===== src/triangle_wave_channel_assert.svh =====
// Assertion macros for the triangle wave channel.
// Needs clk_i and rst_ni in the scope where they are used.
`ifndef TRIANGLE_WAVE_CHANNEL_ASSERT_SVH
`define TRIANGLE_WAVE_CHANNEL_ASSERT_SVH

// Check that a condition implies a consequence in the same cycle.
`define TWC_ASSERT_NOW(label, ante, cons) \
  label: assert property (@(posedge clk_i) disable iff (!rst_ni) (ante) |-> (cons)) \
    else $error("triangle channel check failed in the same cycle");

// Check that a condition implies a consequence in the next cycle.
`define TWC_ASSERT_NEXT(label, ante, cons) \
  label: assert property (@(posedge clk_i) disable iff (!rst_ni) (ante) |=> (cons)) \
    else $error("triangle channel check failed one cycle later");

`endif


===== src/twc_pkg.sv =====
// Shared types, codes and lookup functions for the triangle wave channel.
// No dependencies.
package twc_pkg;

  typedef enum logic [2:0] {
    OpRegWrite    = 3'd0,
    OpStatusWrite = 3'd1,
    OpTimerTick   = 3'd2,
    OpQuarter     = 3'd3,
    OpHalf        = 3'd4
  } operation_e;

  // Channel register addresses (low two bits); address one is unused.
  localparam logic [1:0] RegControl  = 2'd0;
  localparam logic [1:0] RegPeriodLo = 2'd2;
  localparam logic [1:0] RegPeriodHi = 2'd3;

  localparam int unsigned OpWidth     = 3;
  localparam int unsigned IndexWidth  = 2;
  localparam int unsigned DataWidth   = 8;
  localparam int unsigned LevelWidth  = 4;
  localparam int unsigned PeriodWidth = 11;
  localparam int unsigned StepWidth   = 5;
  localparam int unsigned LengthWidth = 8;
  localparam int unsigned LinearWidth = 7;

  typedef logic [LengthWidth-1:0] length_t;
  typedef logic [LevelWidth-1:0]  level_t;

  // Length counter load values, indexed by the top five bits of the write.
  function automatic length_t length_lookup(input logic [4:0] idx);
    length_t val;
    case (idx)
      5'd0:  val = 8'd10;
      5'd1:  val = 8'd254;
      5'd2:  val = 8'd20;
      5'd3:  val = 8'd2;
      5'd4:  val = 8'd40;
      5'd5:  val = 8'd4;
      5'd6:  val = 8'd80;
      5'd7:  val = 8'd6;
      5'd8:  val = 8'd160;
      5'd9:  val = 8'd8;
      5'd10: val = 8'd60;
      5'd11: val = 8'd10;
      5'd12: val = 8'd14;
      5'd13: val = 8'd12;
      5'd14: val = 8'd26;
      5'd15: val = 8'd14;
      5'd16: val = 8'd12;
      5'd17: val = 8'd16;
      5'd18: val = 8'd24;
      5'd19: val = 8'd18;
      5'd20: val = 8'd48;
      5'd21: val = 8'd20;
      5'd22: val = 8'd96;
      5'd23: val = 8'd22;
      5'd24: val = 8'd192;
      5'd25: val = 8'd24;
      5'd26: val = 8'd72;
      5'd27: val = 8'd26;
      5'd28: val = 8'd16;
      5'd29: val = 8'd28;
      5'd30: val = 8'd32;
      default: val = 8'd30;
    endcase
    return val;
  endfunction

  // Triangle shape: 15 down to 0 over the first half, 0 up to 15 over the second.
  function automatic level_t wave_lookup(input logic [StepWidth-1:0] step);
    level_t val;
    if (step[4]) begin
      val = step[3:0];
    end else begin
      val = ~step[3:0];
    end
    return val;
  endfunction

endpackage


===== src/twc_in_if.sv =====
// Input channel of the triangle wave channel: valid/ready plus one operation item.
// Depends on twc_pkg for field widths.
interface twc_in_if;
  logic                                 valid;
  logic                                 ready;
  logic [twc_pkg::OpWidth-1:0]          operation;
  logic [twc_pkg::IndexWidth-1:0]       reg_index;
  logic [twc_pkg::DataWidth-1:0]        write_data;

  modport source (output valid, output operation, output reg_index, output write_data,
                  input ready);
  modport sink   (input valid, input operation, input reg_index, input write_data,
                  output ready);
endinterface


===== src/twc_out_if.sv =====
// Output channel of the triangle wave channel: valid/ready plus one result item.
// Depends on twc_pkg for field widths.
interface twc_out_if;
  logic                             valid;
  logic                             ready;
  logic [twc_pkg::LevelWidth-1:0]   level;
  logic                             length_active;

  modport source (output valid, output level, output length_active, input ready);
  modport sink   (input valid, input level, input length_active, output ready);
endinterface


===== src/triangle_wave_channel.sv =====
// An accepted item fills the input register and then moves on to the result
// register; it waits in the input register while the output is stalled.
// Throughput: one item per cycle; the input register refills in the cycle the
// result register takes its item, so only a stalled output holds back input.
// Reset: asynchronous, active low; all channel state clears to zero and both
// stages come up empty.
module triangle_wave_channel (
  input  logic      clk_i,
  input  logic      rst_ni,
  twc_in_if.sink    in_i,
  twc_out_if.source out_o
);

  `include "triangle_wave_channel_assert.svh"

  // Input stage
  logic                               in_valid_q;
  logic [twc_pkg::OpWidth-1:0]        op_q;
  logic [twc_pkg::IndexWidth-1:0]     index_q;
  logic [twc_pkg::DataWidth-1:0]      data_q;

  // Channel state
  logic [twc_pkg::PeriodWidth-1:0]    period_q, period_d;
  logic [twc_pkg::PeriodWidth-1:0]    countdown_q, countdown_d;
  logic [twc_pkg::StepWidth-1:0]      step_q, step_d;
  logic [twc_pkg::LengthWidth-1:0]    length_q, length_d;
  logic [twc_pkg::LinearWidth-1:0]    linear_q, linear_d;
  logic [twc_pkg::LinearWidth-1:0]    reload_val_q, reload_val_d;
  logic                               halt_q, halt_d;
  logic                               reload_q, reload_d;
  logic                               enabled_q, enabled_d;

  // Result stage
  logic                               out_valid_q;
  logic [twc_pkg::LevelWidth-1:0]     level_q, level_d;
  logic                               active_q, active_d;

  logic advance;
  logic in_ready;

  assign advance  = in_valid_q && (!out_valid_q || out_o.ready);
  assign in_ready = !in_valid_q || advance;

  assign in_i.ready          = in_ready;
  assign out_o.valid         = out_valid_q;
  assign out_o.level         = level_q;
  assign out_o.length_active = active_q;

  // Capture an item into the input stage
  always_ff @(posedge clk_i or negedge rst_ni) begin
    if (!rst_ni) begin
      in_valid_q <= 1'b0;
    end else if (in_ready) begin
      in_valid_q <= in_i.valid;
    end
  end

  always_ff @(posedge clk_i) begin
    if (in_ready && in_i.valid) begin
      op_q    <= in_i.operation;
      index_q <= in_i.reg_index;
      data_q  <= in_i.write_data;
    end
  end

  // Apply one operation to the channel state
  always_comb begin
    period_d     = period_q;
    countdown_d  = countdown_q;
    step_d       = step_q;
    length_d     = length_q;
    linear_d     = linear_q;
    reload_val_d = reload_val_q;
    halt_d       = halt_q;
    reload_d     = reload_q;
    enabled_d    = enabled_q;

    case (twc_pkg::operation_e'(op_q))
      twc_pkg::OpRegWrite: begin
        case (index_q)
          twc_pkg::RegControl: begin
            halt_d       = data_q[7];
            reload_val_d = data_q[6:0];
          end
          twc_pkg::RegPeriodLo: begin
            period_d = {period_q[10:8], data_q};
          end
          twc_pkg::RegPeriodHi: begin
            period_d = {data_q[2:0], period_q[7:0]};
            if (enabled_q) begin
              length_d = twc_pkg::length_lookup(data_q[7:3]);
            end
            reload_d = 1'b1;
          end
          default: begin
          end
        endcase
      end
      twc_pkg::OpStatusWrite: begin
        enabled_d = data_q[2];
        if (!data_q[2]) begin
          length_d = '0;
        end
      end
      twc_pkg::OpTimerTick: begin
        if (countdown_q == '0) begin
          countdown_d = period_q;
          if (length_q != '0 && linear_q != '0) begin
            step_d = step_q + 1'b1;
          end
        end else begin
          countdown_d = countdown_q - 1'b1;
        end
      end
      twc_pkg::OpQuarter, twc_pkg::OpHalf: begin
        // Linear counter first; a half frame also clocks the length counter
        if (reload_q) begin
          linear_d = reload_val_q;
        end else if (linear_q != '0) begin
          linear_d = linear_q - 1'b1;
        end
        if (!halt_q) begin
          reload_d = 1'b0;
        end
        if (op_q == twc_pkg::OpHalf && !halt_q && length_q != '0) begin
          length_d = length_q - 1'b1;
        end
      end
      default: begin
      end
    endcase

    // Silence the output unless enabled and both counters run
    if (!enabled_d || length_d == '0 || linear_d == '0) begin
      level_d = '0;
    end else begin
      level_d = twc_pkg::wave_lookup(step_d);
    end
    active_d = (length_d != '0);
  end

  // Commit state when the item moves to the result stage
  always_ff @(posedge clk_i or negedge rst_ni) begin
    if (!rst_ni) begin
      period_q     <= '0;
      countdown_q  <= '0;
      step_q       <= '0;
      length_q     <= '0;
      linear_q     <= '0;
      reload_val_q <= '0;
      halt_q       <= 1'b0;
      reload_q     <= 1'b0;
      enabled_q    <= 1'b0;
    end else if (advance) begin
      period_q     <= period_d;
      countdown_q  <= countdown_d;
      step_q       <= step_d;
      length_q     <= length_d;
      linear_q     <= linear_d;
      reload_val_q <= reload_val_d;
      halt_q       <= halt_d;
      reload_q     <= reload_d;
      enabled_q    <= enabled_d;
    end
  end

  // Hold the result until the sink takes it
  always_ff @(posedge clk_i or negedge rst_ni) begin
    if (!rst_ni) begin
      out_valid_q <= 1'b0;
    end else if (advance) begin
      out_valid_q <= 1'b1;
    end else if (out_o.ready) begin
      out_valid_q <= 1'b0;
    end
  end

  always_ff @(posedge clk_i) begin
    if (advance) begin
      level_q  <= level_d;
      active_q <= active_d;
    end
  end

  // A sounding level needs a live length counter
  `TWC_ASSERT_NOW(a_level_needs_length, out_valid_q && level_q != '0, active_q)
  // The sequencer only steps while both counters are nonzero
  `TWC_ASSERT_NEXT(a_step_frozen, length_q == '0 || linear_q == '0, $stable(step_q))
  // Disabling the channel clears the length counter
  `TWC_ASSERT_NEXT(a_disable_clears,
                   advance && op_q == twc_pkg::OpStatusWrite && !data_q[2], length_q == '0)
  // An empty result stage never blocks input
  `TWC_ASSERT_NOW(a_ready_when_free, !out_valid_q, in_ready)

endmodule

===== src/flat_wrapper.sv =====
// flat-port wrapper written by rule: the top's interface ports become plain ports
module triangle_wave_channel_flat 
  (clk_i, rst_ni, in_i_valid, in_i_operation, in_i_reg_index, in_i_write_data, in_i_ready, out_o_valid, out_o_level, out_o_length_active, out_o_ready);
  twc_in_if in_i_i ();
  twc_out_if out_o_i ();
  input  logic clk_i;
  input  logic rst_ni;
  input wire logic [$bits(in_i_i.valid)-1:0] in_i_valid;
  input wire logic [$bits(in_i_i.operation)-1:0] in_i_operation;
  input wire logic [$bits(in_i_i.reg_index)-1:0] in_i_reg_index;
  input wire logic [$bits(in_i_i.write_data)-1:0] in_i_write_data;
  output wire logic [$bits(in_i_i.ready)-1:0] in_i_ready;
  output wire logic [$bits(out_o_i.valid)-1:0] out_o_valid;
  output wire logic [$bits(out_o_i.level)-1:0] out_o_level;
  output wire logic [$bits(out_o_i.length_active)-1:0] out_o_length_active;
  input wire logic [$bits(out_o_i.ready)-1:0] out_o_ready;
  assign in_i_i.valid = in_i_valid;
  assign in_i_i.operation = in_i_operation;
  assign in_i_i.reg_index = in_i_reg_index;
  assign in_i_i.write_data = in_i_write_data;
  assign in_i_ready = in_i_i.ready;
  assign out_o_valid = out_o_i.valid;
  assign out_o_level = out_o_i.level;
  assign out_o_length_active = out_o_i.length_active;
  assign out_o_i.ready = out_o_ready;
  triangle_wave_channel u_core (.clk_i(clk_i), .rst_ni(rst_ni), .in_i(in_i_i), .out_o(out_o_i));
endmodule

===== config.mk =====
export PLATFORM = sky130hd
export DESIGN_NAME = triangle_wave_channel_flat
export DESIGN_NICKNAME = d
export VERILOG_FILES = /design/src/twc_pkg.sv /design/src/twc_in_if.sv /design/src/twc_out_if.sv /design/src/triangle_wave_channel.sv /design/src/flat_wrapper.sv
export VERILOG_INCLUDE_DIRS = /design/src /design/src/src
export SDC_FILE = /design/constraint.sdc
export NUM_CORES = 1
export LEC_CHECK = 0
export BUFFER_PORTS_ARGS = -buffer_cell sky130_fd_sc_hd__buf_2
export CORE_ASPECT_RATIO = 1.25
export CORE_UTILIZATION = 55
export DETAILED_ROUTE_END_ITERATION = 8
export HOLD_SLACK_MARGIN = 0.03
export PLACE_DENSITY = 0.82
export SLEW_MARGIN = 20
export SYNTH_ARGS = -nofsm -noshare
export SYNTH_HDL_FRONTEND = slang
export SYNTH_SLANG_ARGS = --single-unit

===== constraint.sdc =====
create_clock -name clk_i -period 3 [get_ports clk_i]
set_input_delay 0.75 -clock clk_i [delete_from_list [all_inputs] [get_ports clk_i]]
set_output_delay 0.75 -clock clk_i [all_outputs]
set_load 0.1 [all_outputs]

==> results of run 1 <==
timing repair:
item                       in CTS  in global routing
setup buffers                   0                  0
hold buffers                    0                  0
gates resized for setup         0                  1
setup endpoints to repair       0                  4
cells in the mapped netlist, drive strengths merged (3+ instances only):
cell	number
nand2	62
dfrtp	54
o21ai	40
nor2	23
mux2	20
inv	19
nor3	19
edfxtp	18
a21oi	17
clkbuf	13
ha	12
nand3	12
a22oi	9
a31oi	8
mux2i	8
nor4	8
dfxtp	7
or3	7
buf	6
nor3b	6
xnor2	6
nand2b	5
xor2	5
and2	4
o211ai	4
and3	3
nand4	3
nor4b	3
o2111ai	3
o31ai	3
or4	3
final timing paths:
| kind | from | end | slack, ns | cells after the start |
|---|---|---|---|---|
| worst max-delay path | u_core.linear_q[1] | u_core.out_o.level[3] | 0.17 | 9 |
| worst min-delay path | rst_ni | u_core.countdown_q[2] | 0.49 | 2 |
| worst max register to register | u_core.linear_q[1] | u_core.out_o.level[3] | 0.17 | 9 |
| worst min register to register | u_core.period_q[10] | u_core.period_q[10] | 0.50 | 2 |
| max in group asynchronous | rst_ni | u_core.out_o.valid | 1.99 | 2 |
| min in group clk_i | u_core.period_q[10] | u_core.period_q[10] | 0.50 | 2 |
kinds of logic (layout without fill, tap and decap cells):
logic type | Yosys count | in the layout | synth area share
AO/OA/AOI/OAI | 106 | 106 | 0.1602
buffers and inverters | 38 | 74 | 0.03643
adder cells (fa/ha/maj) | 12 | 12 | 0.03469
flip-flops | 79 | 79 | 0.4695
AND/OR/NAND/NOR | 170 | 170 | 0.2064
multiplexers | 28 | 28 | 0.07054
XOR/XNOR | 11 | 11 | 0.02226
registers in the layout, summed over array words and instances (netlist names), 2 cells and up, named ones only:
register / count
u_core.reload_val_q: 7
u_core.step_q: 5
u_core.index_q: 2
u_core.op_q: 3
u_core.countdown_q: 11
u_core.out_o.level: 4
u_core.linear_q: 7
u_core.length_q: 8
u_core.period_q: 11
u_core.data_q: 8
through the flow:
stage	setup TNS (ns)	setup WS, ns	power [W]	area, um2	util
final	0	0.1696	0.003819	4793	0.6401
after global routing	0	0.01195	0.004071	4793	0.6401
after CTS	0	0.01780	0.003814	4793	0.6401
after detailed placement	0	0.03365	0.003093	4616	0.6164
after global placement	0	0.1628	0.003037	4616	0.6164
after floorplan	-1.000	-0.2975	0.002684	4353	-
critical path, delay by kind of cell, from the launching register on:
kind | cells | cell delay (ns)
AND/OR/NAND/NOR | 4 | 1.19
AO/OA/AOI/OAI | 3 | 0.58
flip-flops | 1 | 0.43
adder cells (fa/ha/maj) | 1 | 0.23
buffers and inverters | 1 | 0.14
metal layers:
metal / wire length (um) / part of all wire
met5: 0 / 0
met4: 280 / 0.029
met3: 468 / 0.048
met2: 4963 / 0.51
met1: 3976 / 0.41
power by group through the flow:
| stage | clock, W | combinational [W] | sequential [W] |
|---|---|---|---|
| after floorplan | 0 | 0.000975 | 0.00171 |
| after global placement | 0 | 0.00140 | 0.00164 |
| after detailed placement | 0 | 0.00144 | 0.00165 |
| after CTS | 0.000733 | 0.00145 | 0.00163 |
| after global routing | 0.000785 | 0.00161 | 0.00168 |
| final | 0.000723 | 0.00146 | 0.00164 |
cell type report:
class	count	share of cell area
multi-input combinational	327	0.4508
sequential	79	0.4242
timing repair buffer	39	0.04907
clock buffer	9	0.02584
tap	92	0.02401
inverter	19	0.01488
clock inverter	7	0.01122
==> impl_metrics.env, run 1 <==
export IMPL_grtUsageTotal=0.2637
export IMPL_clockPowerShare=0.189
export IMPL_worst_pin_slew_ns=0.7527
export IMPL_initial_utilization=0.5779
export IMPL_switching_share=0.4114
export IMPL_synth_avg_cell_area_um2=9.748
export IMPL_fin_nets=504
export IMPL_synth_warning_count=0
export IMPL_powerDensity_nw_per_um2=796.7
export IMPL_die_area_um2=8230
export IMPL_antenna_cells=0
export IMPL_worstSetupEndpointType="flip-flop"
export IMPL_worstHoldPathType="in -> async"
export IMPL_maxCapViolations=0
export IMPL_crit_chain="inv_1 > ha_1 > or3b_1 > and2_0 > o21ai_0 > o21ai_1 > or4_4 > o41ai_4 > nor3_1"
export IMPL_ios=24
export IMPL_first_iter_violations=333
export IMPL_cts_root_buf="clkbuf_8"
export IMPL_slowest_stage="or4_4"
export IMPL_drt_pass1_iterations=5
export IMPL_clkSinkCount=79
export IMPL_fin_worst_skew_ns=0.005906
export IMPL_busiest_layer="met2"
export IMPL_fmax_ghz=0.3533
export IMPL_worstPathRequired_ns=3.10
export IMPL_critical_path_max_stage_delay_ns=0.54
export IMPL_dpl_cell_count=556
export IMPL_seq_area_um2=2033
export IMPL_synth_top_area_cell="dfrtp_1"
export IMPL_nFillCells=591
export IMPL_use_met2=0.4417
export IMPL_p_int_w=0.002248
export IMPL_die_w_um=81.34
export IMPL_gp_congestion=0.9447
export IMPL_hold_viol=0
export IMPL_grt_max_degree=55
export IMPL_portBuffers=23
export IMPL_ys_async_sr_fraction=0.6835
export IMPL_clkTransAtPathRegs_ns=0.08
export IMPL_multi_input_area_um2=2161
export IMPL_yosys_cell_types_count=70
export IMPL_yosys_top_cells_area="dfrtp_1 31%, edfxtp_1 12%, nand2_1 5.4%, mux2_2 5.2%, o21ai_0 4.4%"
export IMPL_min_period_ns=2.830
export IMPL_syn_nets=473
export IMPL_grtUsageMet3=0.04505
export IMPL_synth_ff_type="dfrtp_1"
export IMPL_met1_usage=0.3263
export IMPL_place_hpwl_mm=7.071
export IMPL_drc_errors=0
export IMPL_wl_per_cell_um=16.94
export IMPL_post_route_period_util=0.9435
export IMPL_setup_viol=0
export IMPL_die_h_um=101.2
export IMPL_grt_overflow_total=0
export IMPL_power_leakage_nw=2.075
export IMPL_cts_tree="built"
export IMPL_worstPathMaxFanout=5
export IMPL_grt_pass1_vias=3438
export IMPL_clkLatencyLatePin_ns=0.36
export IMPL_max_vdd_ir_drop_uv=476.4
export IMPL_outcome="complete, no violations"
export IMPL_synth_top_area_share=0.3122
export IMPL_synth_area_um2=4328
export IMPL_coreArea_um2=7488
export IMPL_grt_pass1_wl_mm=16.28
export IMPL_arrival_ns=2.93
export IMPL_critPathLaunchType="flip-flop"
export IMPL_drive_gt1_frac=0.1917
export IMPL_power_frac_comb=0.381
export IMPL_relSlewSlack=0.4902
export IMPL_cts_made_buffers=9
export IMPL_cts_path_max_buffers=2
export IMPL_synth_cells=444
export IMPL_layout_commonest_cell="nand2_1"
export IMPL_synth_seq_cells=79
export IMPL_vias_per_cell=6.135
export IMPL_antenna_left=0
export IMPL_finalMaxSlewViolations=0
export IMPL_final_cell_mix="61 x nand2_1, 53 x dfrtp_1, 36 x o21ai_0"
export IMPL_synth_seq_area_share=0.4695
export IMPL_rsz0062_at_grt="no"
export IMPL_synth_edff_count=18
export IMPL_fin_cells=572
export IMPL_power_share_sequential=0.430
export IMPL_crit_type="reg -> reg"
export IMPL_hold_slack_ns=0.4921
export IMPL_syn_to_final_growth_pct=10.75
export IMPL_routed_wl_mm=9.689
export IMPL_grt_antenna_before_repair=0
export IMPL_h_tree_depth=3
export IMPL_rows=35
export IMPL_num_vias=3509
export IMPL_switchingPower_w=0.001571
No activity file was read; power rests on OpenSTA's default activity.
==> inputs of run 2 (changes only) <==
Settings changed: ABC_AREA set to 1, HOLD_SLACK_MARGIN 0.03 to 0.06.
==> impl_metrics.env, run 2 <==
export IMPL_clkTransAtPathRegs_ns=0.09
export IMPL_power_share_sequential=0.401
export IMPL_portBuffers=23
export IMPL_fmax_ghz=0.4114
export IMPL_dr_wl_met2_mm=4.810
export IMPL_coreArea_um2=7838
export IMPL_synth_seq_cells=79
export IMPL_cts_tree="built"
export IMPL_finalMaxSlewViolations=0
export IMPL_power_frac_comb=0.403
export IMPL_dpl_cell_count=681
export IMPL_synth_top_area_cell="dfrtp_1"
export IMPL_final_cell_mix="164 x nand2_1, 66 x o21ai_0, 64 x inv_1"
export IMPL_drc_errors=0
export IMPL_drive_gt1_frac=0.1279
export IMPL_p_int_w=0.002401
export IMPL_synth_most_common_cell="nand2_1"
export IMPL_ios=24
export IMPL_worstSetupEndpointType="flip-flop"
export IMPL_antenna_left=0
export IMPL_cts_path_max_buffers=2
export IMPL_relSlewSlack=0.5543
export IMPL_setup_ws_ns=0.5690
export IMPL_rows=36
export IMPL_worstHoldPathType="in -> async"
export IMPL_post_cts_buffers=0
export IMPL_ctsHoldBuffers=0
export IMPL_switchingPower_w=0.001774
export IMPL_dp_slack_ns=0.2816
export IMPL_first_iter_violations=271
export IMPL_yosys_top_cells_area="dfrtp_1 30%, nand2_1 14%, edfxtp_1 12%, o21ai_0 7.4%, inv_1 5.4%"
export IMPL_nFillCells=675
export IMPL_power_leakage_nw=2.368
export IMPL_num_vias=3793
export IMPL_wl_met1_mm=4.003
export IMPL_vias_per_cell=5.442
export IMPL_worst_pin_slew_ns=0.6641
export IMPL_routed_wl_mm=9.471
export IMPL_wl_met3_um=407
export IMPL_ys_top_cells_by_count="164 x nand2_1, 66 x o21ai_0, 64 x inv_1, 54 x dfrtp_1, 45 x nor2_1"
export IMPL_postLayoutCoreUtil=0.6215
export IMPL_fin_nets=626
export IMPL_setup_tns_ns=0
export IMPL_yosys_cell_types_count=45
export IMPL_synth_area_um2=4459
export IMPL_synth_edff_count=18
export IMPL_h_tree_depth=3
export IMPL_synth_top_area_share=0.3030
export IMPL_grt_max_degree=24
export IMPL_post_route_period_util=0.8103
export IMPL_rsz0062_at_grt="no"
export IMPL_synth_warning_count=0
export IMPL_cts_root_buf="clkbuf_8"
export IMPL_critPathLaunchType="flip-flop"
export IMPL_powerDensity_nw_per_um2=857.2
export IMPL_setup_viol=0
export IMPL_switching_share=0.4249
export IMPL_max_vdd_ir_drop_uv=448.4
export IMPL_min_period_ns=2.431
export IMPL_synth_seq_area_share=0.4557
export IMPL_arrival_ns=2.54
export IMPL_gp_congestion=0.8961
export IMPL_place_hpwl_mm=6.926
export IMPL_syn_nets=600
export IMPL_layout_commonest_cell="nand2_1"
export IMPL_worstPathRequired_ns=3.11
export IMPL_outcome="complete, no violations"
export IMPL_worstPathMaxFanout=11
export IMPL_cts_made_buffers=9
export IMPL_ys_async_sr_fraction=0.6835
export IMPL_multi_input_area_um2=2103
export IMPL_antenna_cells=0
export IMPL_cts_resized=0
export IMPL_grt_pass1_vias=3526
export IMPL_seq_area_um2=2032
export IMPL_hold_viol=0
export IMPL_grtUsageTotal=0.2452
export IMPL_synth_ff_type="dfrtp_1"
export IMPL_top_regs="u_core.countdown_q: 11 flops, u_core.period_q: 11 flops"
export IMPL_wl_per_cell_um=13.59
export IMPL_die_w_um=82.54
export IMPL_clkLatencyLatePin_ns=0.36
export IMPL_die_h_um=102.7
export IMPL_grt_overflow_total=0
export IMPL_syn_to_final_growth_pct=9.231
export IMPL_synth_avg_cell_area_um2=7.810
export IMPL_drt_pass1_iterations=5
export IMPL_fin_area_um2=4871
export IMPL_clkSinkCount=79
export IMPL_highest_layer="met4"
export IMPL_synth_cells=571
export IMPL_clockPowerShare=0.195
export IMPL_place_area_um2=4669
export IMPL_die_area_um2=8474
export IMPL_grt_pass1_wl_mm=15.61
export IMPL_maxCapViolations=0
export IMPL_fin_worst_skew_ns=0.01189
export IMPL_fin_cells=697
export IMPL_initial_utilization=0.5690
export IMPL_crit_type="reg -> reg"
export IMPL_grt_antenna_before_repair=0
-- run 2: cell count changes in the layout (fill, tap and decap cells not counted), sizes merged, moves of 12 or more --
cell | previous run | this run
nor2 | 23 | 51
nand2 | 62 | 173
buf | 39 | 27
o21ai | 40 | 75
inv | 22 | 70
nor3 | 19 | 5
mux2 | 20 | 1
nand3 | 12 | 32
-- run 2: final timing paths --
| path | depth (start not counted) | slack (ns) | from | to |
|---|---|---|---|---|
| setup / recovery | 10 | 0.57 | u_core.countdown_q[0] | u_core.out_o.level[1] |
| hold / removal | 1 | 0.28 | rst_ni | u_core.out_o.valid |
| setup reg to reg | 10 | 0.57 | u_core.countdown_q[0] | u_core.out_o.level[1] |
| hold reg to reg | 2 | 0.49 | u_core.period_q[0] | u_core.period_q[0] |
| max in group asynchronous | 2 | 2.08 | rst_ni | u_core.length_q[0] |
| min in group clk_i | 2 | 0.49 | u_core.period_q[0] | u_core.period_q[0] |
-- run 2: metrics by stage --
stage / hold WS [ns] / total power, W
floorplan: 0.4457 / 0.002983
global placement: 0.4657 / 0.003268
detailed placement: 0.4745 / 0.003340
CTS: 0.2829 / 0.004172
global route: 0.2919 / 0.004492
finish: 0.2787 / 0.004175
-- run 2: logic make-up (layout without fill, tap and decap cells) --
| kind of cell | after synthesis | after routing | share of synthesized area |
|---|---|---|---|
| AND/OR/NAND/NOR | 271 | 271 | 0.2668 |
| AO/OA/AOI/OAI | 111 | 111 | 0.1397 |
| buffers and inverters | 84 | 115 | 0.07436 |
| flip-flops | 79 | 79 | 0.4557 |
| XOR/XNOR | 13 | 13 | 0.02722 |
| adder cells (fa/ha/maj) | 12 | 12 | 0.03367 |
| multiplexers | 1 | 1 | 0.002525 |
-- run 2: routing by layer --
metal / vias up / track usage
li1: 1908 / -
met1: 1766 / 0.2943
met2: 97 / 0.4189
met3: 22 / 0.04513
met4: 0 / 0.1220
met5: - / 0
-- run 2: final cells by class --
cell class,count,share of cell area
well taps,95,0.02440
multi-input cells,408,0.4318
repair buffers,27,0.02980
clock inverters,2,0.007706
inverters,72,0.05548
flip-flops and latches,79,0.4172
clock buffers,14,0.03365
-- run 2: worst max-delay path: stages (launching register included) --
cell	delay, ns
dfrtp_1	0.36
inv_1	0.12
ha_1	0.23
nand4_1	0.16
nor2_1	0.18
nand4_2	0.34
nor2_8	0.31
nand2_1	0.08
o21ai_0	0.16
xor2_1	0.18
nor2_1	0.06
-- run 2: power by group through the flow --
stage                     combinational (W)  sequential [W]  clock [W]
after floorplan                     0.00121         0.00177          0
after global placement              0.00160         0.00167          0
after detailed placement            0.00166         0.00168          0
after CTS                           0.00168         0.00167   0.000829
after global routing                0.00190         0.00171   0.000874
final                               0.00168         0.00168   0.000815
==> inputs of run 3 (changes only) <==
Settings changed: ABC_AREA 1 to 0.
Clock period 3 ns to 2.3 ns, I/O delays scaled along.
==> impl_metrics.env, run 3 (synthesis gave the netlist of run 1 again) <==
export IMPL_grt_antenna_before_repair=0
export IMPL_drive_gt1_frac=0.3340
export IMPL_maxCapViolations=0
export IMPL_portBuffers=23
export IMPL_worst_pin_slew_ns=0.5575
export IMPL_setup_ws_ns=-0.1988
export IMPL_grtUsageTotal=0.2955
export IMPL_violations="negative setup slack"
export IMPL_gp_congestion=0.8915
export IMPL_endpoint="u_core.out_o.level[0]"
export IMPL_worstHoldPathType="in -> async"
export IMPL_power_share_sequential=0.350
export IMPL_routed_wl_mm=11.11
export IMPL_place_hpwl_mm=8.156
export IMPL_num_vias=3721
export IMPL_arrival_ns=2.59
export IMPL_die_h_um=101.2
export IMPL_dr_wl_met2_mm=5.819
export IMPL_highest_layer="met4"
export IMPL_powerDensity_nw_per_um2=1077
export IMPL_startpoint="u_core.linear_q[1]"
export IMPL_worstPathMaxFanout=4
export IMPL_p_int_w=0.003501
export IMPL_switchingPower_w=0.002358
export IMPL_critPathLaunchType="flip-flop"
export IMPL_wl_met3_um=364
export IMPL_clkSinkCount=79
export IMPL_worstPathRequired_ns=2.39
export IMPL_outcome="finished, violations left"
export IMPL_fin_area_um2=5441
export IMPL_post_route_period_util=1.086
export IMPL_power_leakage_nw=2.433
export IMPL_hold_viol=0
export IMPL_grt_overflow_total=0
export IMPL_cts_path_max_buffers=2
export IMPL_worstSetupEndpointType="flip-flop"
export IMPL_r2r_end="u_core.out_o.level[0]"
export IMPL_cts_made_buffers=9
export IMPL_grt_pass1_vias=3864
export IMPL_final_cell_mix="74 x buf_4, 61 x nand2_1, 53 x dfrtp_1"
export IMPL_rsz0062_at_grt="yes"
export IMPL_setup_tns_ns=-0.8671
export IMPL_vias_per_cell=5.897
export IMPL_cts_root_buf="clkbuf_8"
export IMPL_rr_worst_depth=9
export IMPL_setup_viol=5
export IMPL_syn_to_final_growth_pct=25.73
export IMPL_ff2ff_setup_slack_ns=-0.20
export IMPL_rows=35
export IMPL_power_frac_comb=0.475
export IMPL_antenna_left=0
export IMPL_crit_type="reg -> reg"
export IMPL_ios=24
export IMPL_grt_pass1_wl_mm=18.17
export IMPL_h_tree_depth=3
export IMPL_finalMaxSlewViolations=0
export IMPL_r2r_start="u_core.linear_q[1]"
export IMPL_first_iter_violations=198
export IMPL_clkLatencyLatePin_ns=0.36
export IMPL_layout_commonest_cell="buf_4"
export IMPL_cts_tree="built"
export IMPL_power_w=0.005859
export IMPL_die_w_um=81.34
export IMPL_min_period_ns=2.499
export IMPL_grt_max_degree=27
export IMPL_max_vdd_ir_drop_uv=1153
export IMPL_relSlewSlack=0.6283
export IMPL_wl_met1_mm=4.528
export IMPL_clockPowerShare=0.176
export IMPL_coreArea_um2=7488
export IMPL_drc_errors=0
export IMPL_antenna_cells=0
export IMPL_top_regs="u_core.countdown_q: 11 flops, u_core.period_q: 11 flops"
export IMPL_drt_pass1_iterations=5
export IMPL_clkTransAtPathRegs_ns=0.10
export IMPL_die_area_um2=8230
export IMPL_fmax_ghz=0.4002
export IMPL_fin_worst_skew_ns=0.01389
export IMPL_fin_nets=563
export IMPL_wl_per_cell_um=17.61
export IMPL_initial_utilization=0.5779
export IMPL_switching_share=0.4024
export IMPL_place_area_um2=5054
## run 3: cell count changes in the layout (fill, tap and decap cells not counted), moves of 19 or more
cell / before / now
mux2_2: 1 / 20
o21ai_0: 66 / 33
inv_1: 64 / 16
nor2_1: 45 / 21
nand2_1: 164 / 61
buf_4: 4 / 74
## run 3: worst min-delay path by stage
stage                                  endpoint  depth (start not counted)
after floorplan           u_core.countdown_q[0]                          0
after global placement       u_core.period_q[9]                          2
after detailed placement    u_core.period_q[10]                          2
after CTS                 u_core.countdown_q[6]                          1
after global routing      u_core.countdown_q[3]                          1
final                     u_core.countdown_q[4]                          1
## run 3: what timing repair did
action | in CTS | in global routing
endpoints found under the hold margin | 0 | 0
gates resized for setup | 12 | 22
pin swaps | 0 | 6
gates cloned | 0 | 0
setup buffers | 1 | 4
endpoints found under the setup margin | 5 | 9
hold buffers | 0 | 0
## run 3: final cells by class
cell class,count,area (um2)
clock inverters,6,50.05
flip-flops and latches,79,2036
fillers,528,2047
inverters,19,71.32
repair buffers,98,681.9
well taps,92,115.1
clock buffers,10,148.9
multi-input cells,327,2338
## run 3: worst max-delay path: stages, from the launching register on
cell and delay [ns]:
dfrtp_1 0.39, inv_2 0.10, ha_4 0.13, or3b_4 0.37
and2_4 0.15, o21ai_2 0.11, o21ai_2 0.08, or4_4 0.49
o41ai_4 0.33, nor3_1 0.09
## run 3: stage by stage
stage / worst slack [ns] / util / hold slack (ns) / cells
after floorplan: -0.8583 / - / 0.2794 / 444
after global placement: -0.2094 / 0.6749 / 0.4604 / 610
after detailed placement: -0.2886 / 0.6749 / 0.4648 / 610
after CTS: -0.1834 / 0.7094 / 0.2083 / 627
after global routing: -0.3341 / 0.7267 / 0.2451 / 631
final: -0.1988 / 0.7267 / 0.1924 / 631
## run 3: power groups by stage
stage	sequential, W	clock [W]	combinational, W
floorplan	0.00223	0	0.00132
global placement	0.00204	0	0.00245
detailed placement	0.00205	0	0.00249
CTS	0.00204	0.00103	0.00257
global route	0.00209	0.00109	0.00302
finish	0.00205	0.00103	0.00278
## run 3: per-layer routing
layer	up-vias	global-route usage
met5	-	0
met2	94	0.5359
met4	0	0.1470
met3	31	0.04054
li1	1802	-
met1	1794	0.3329
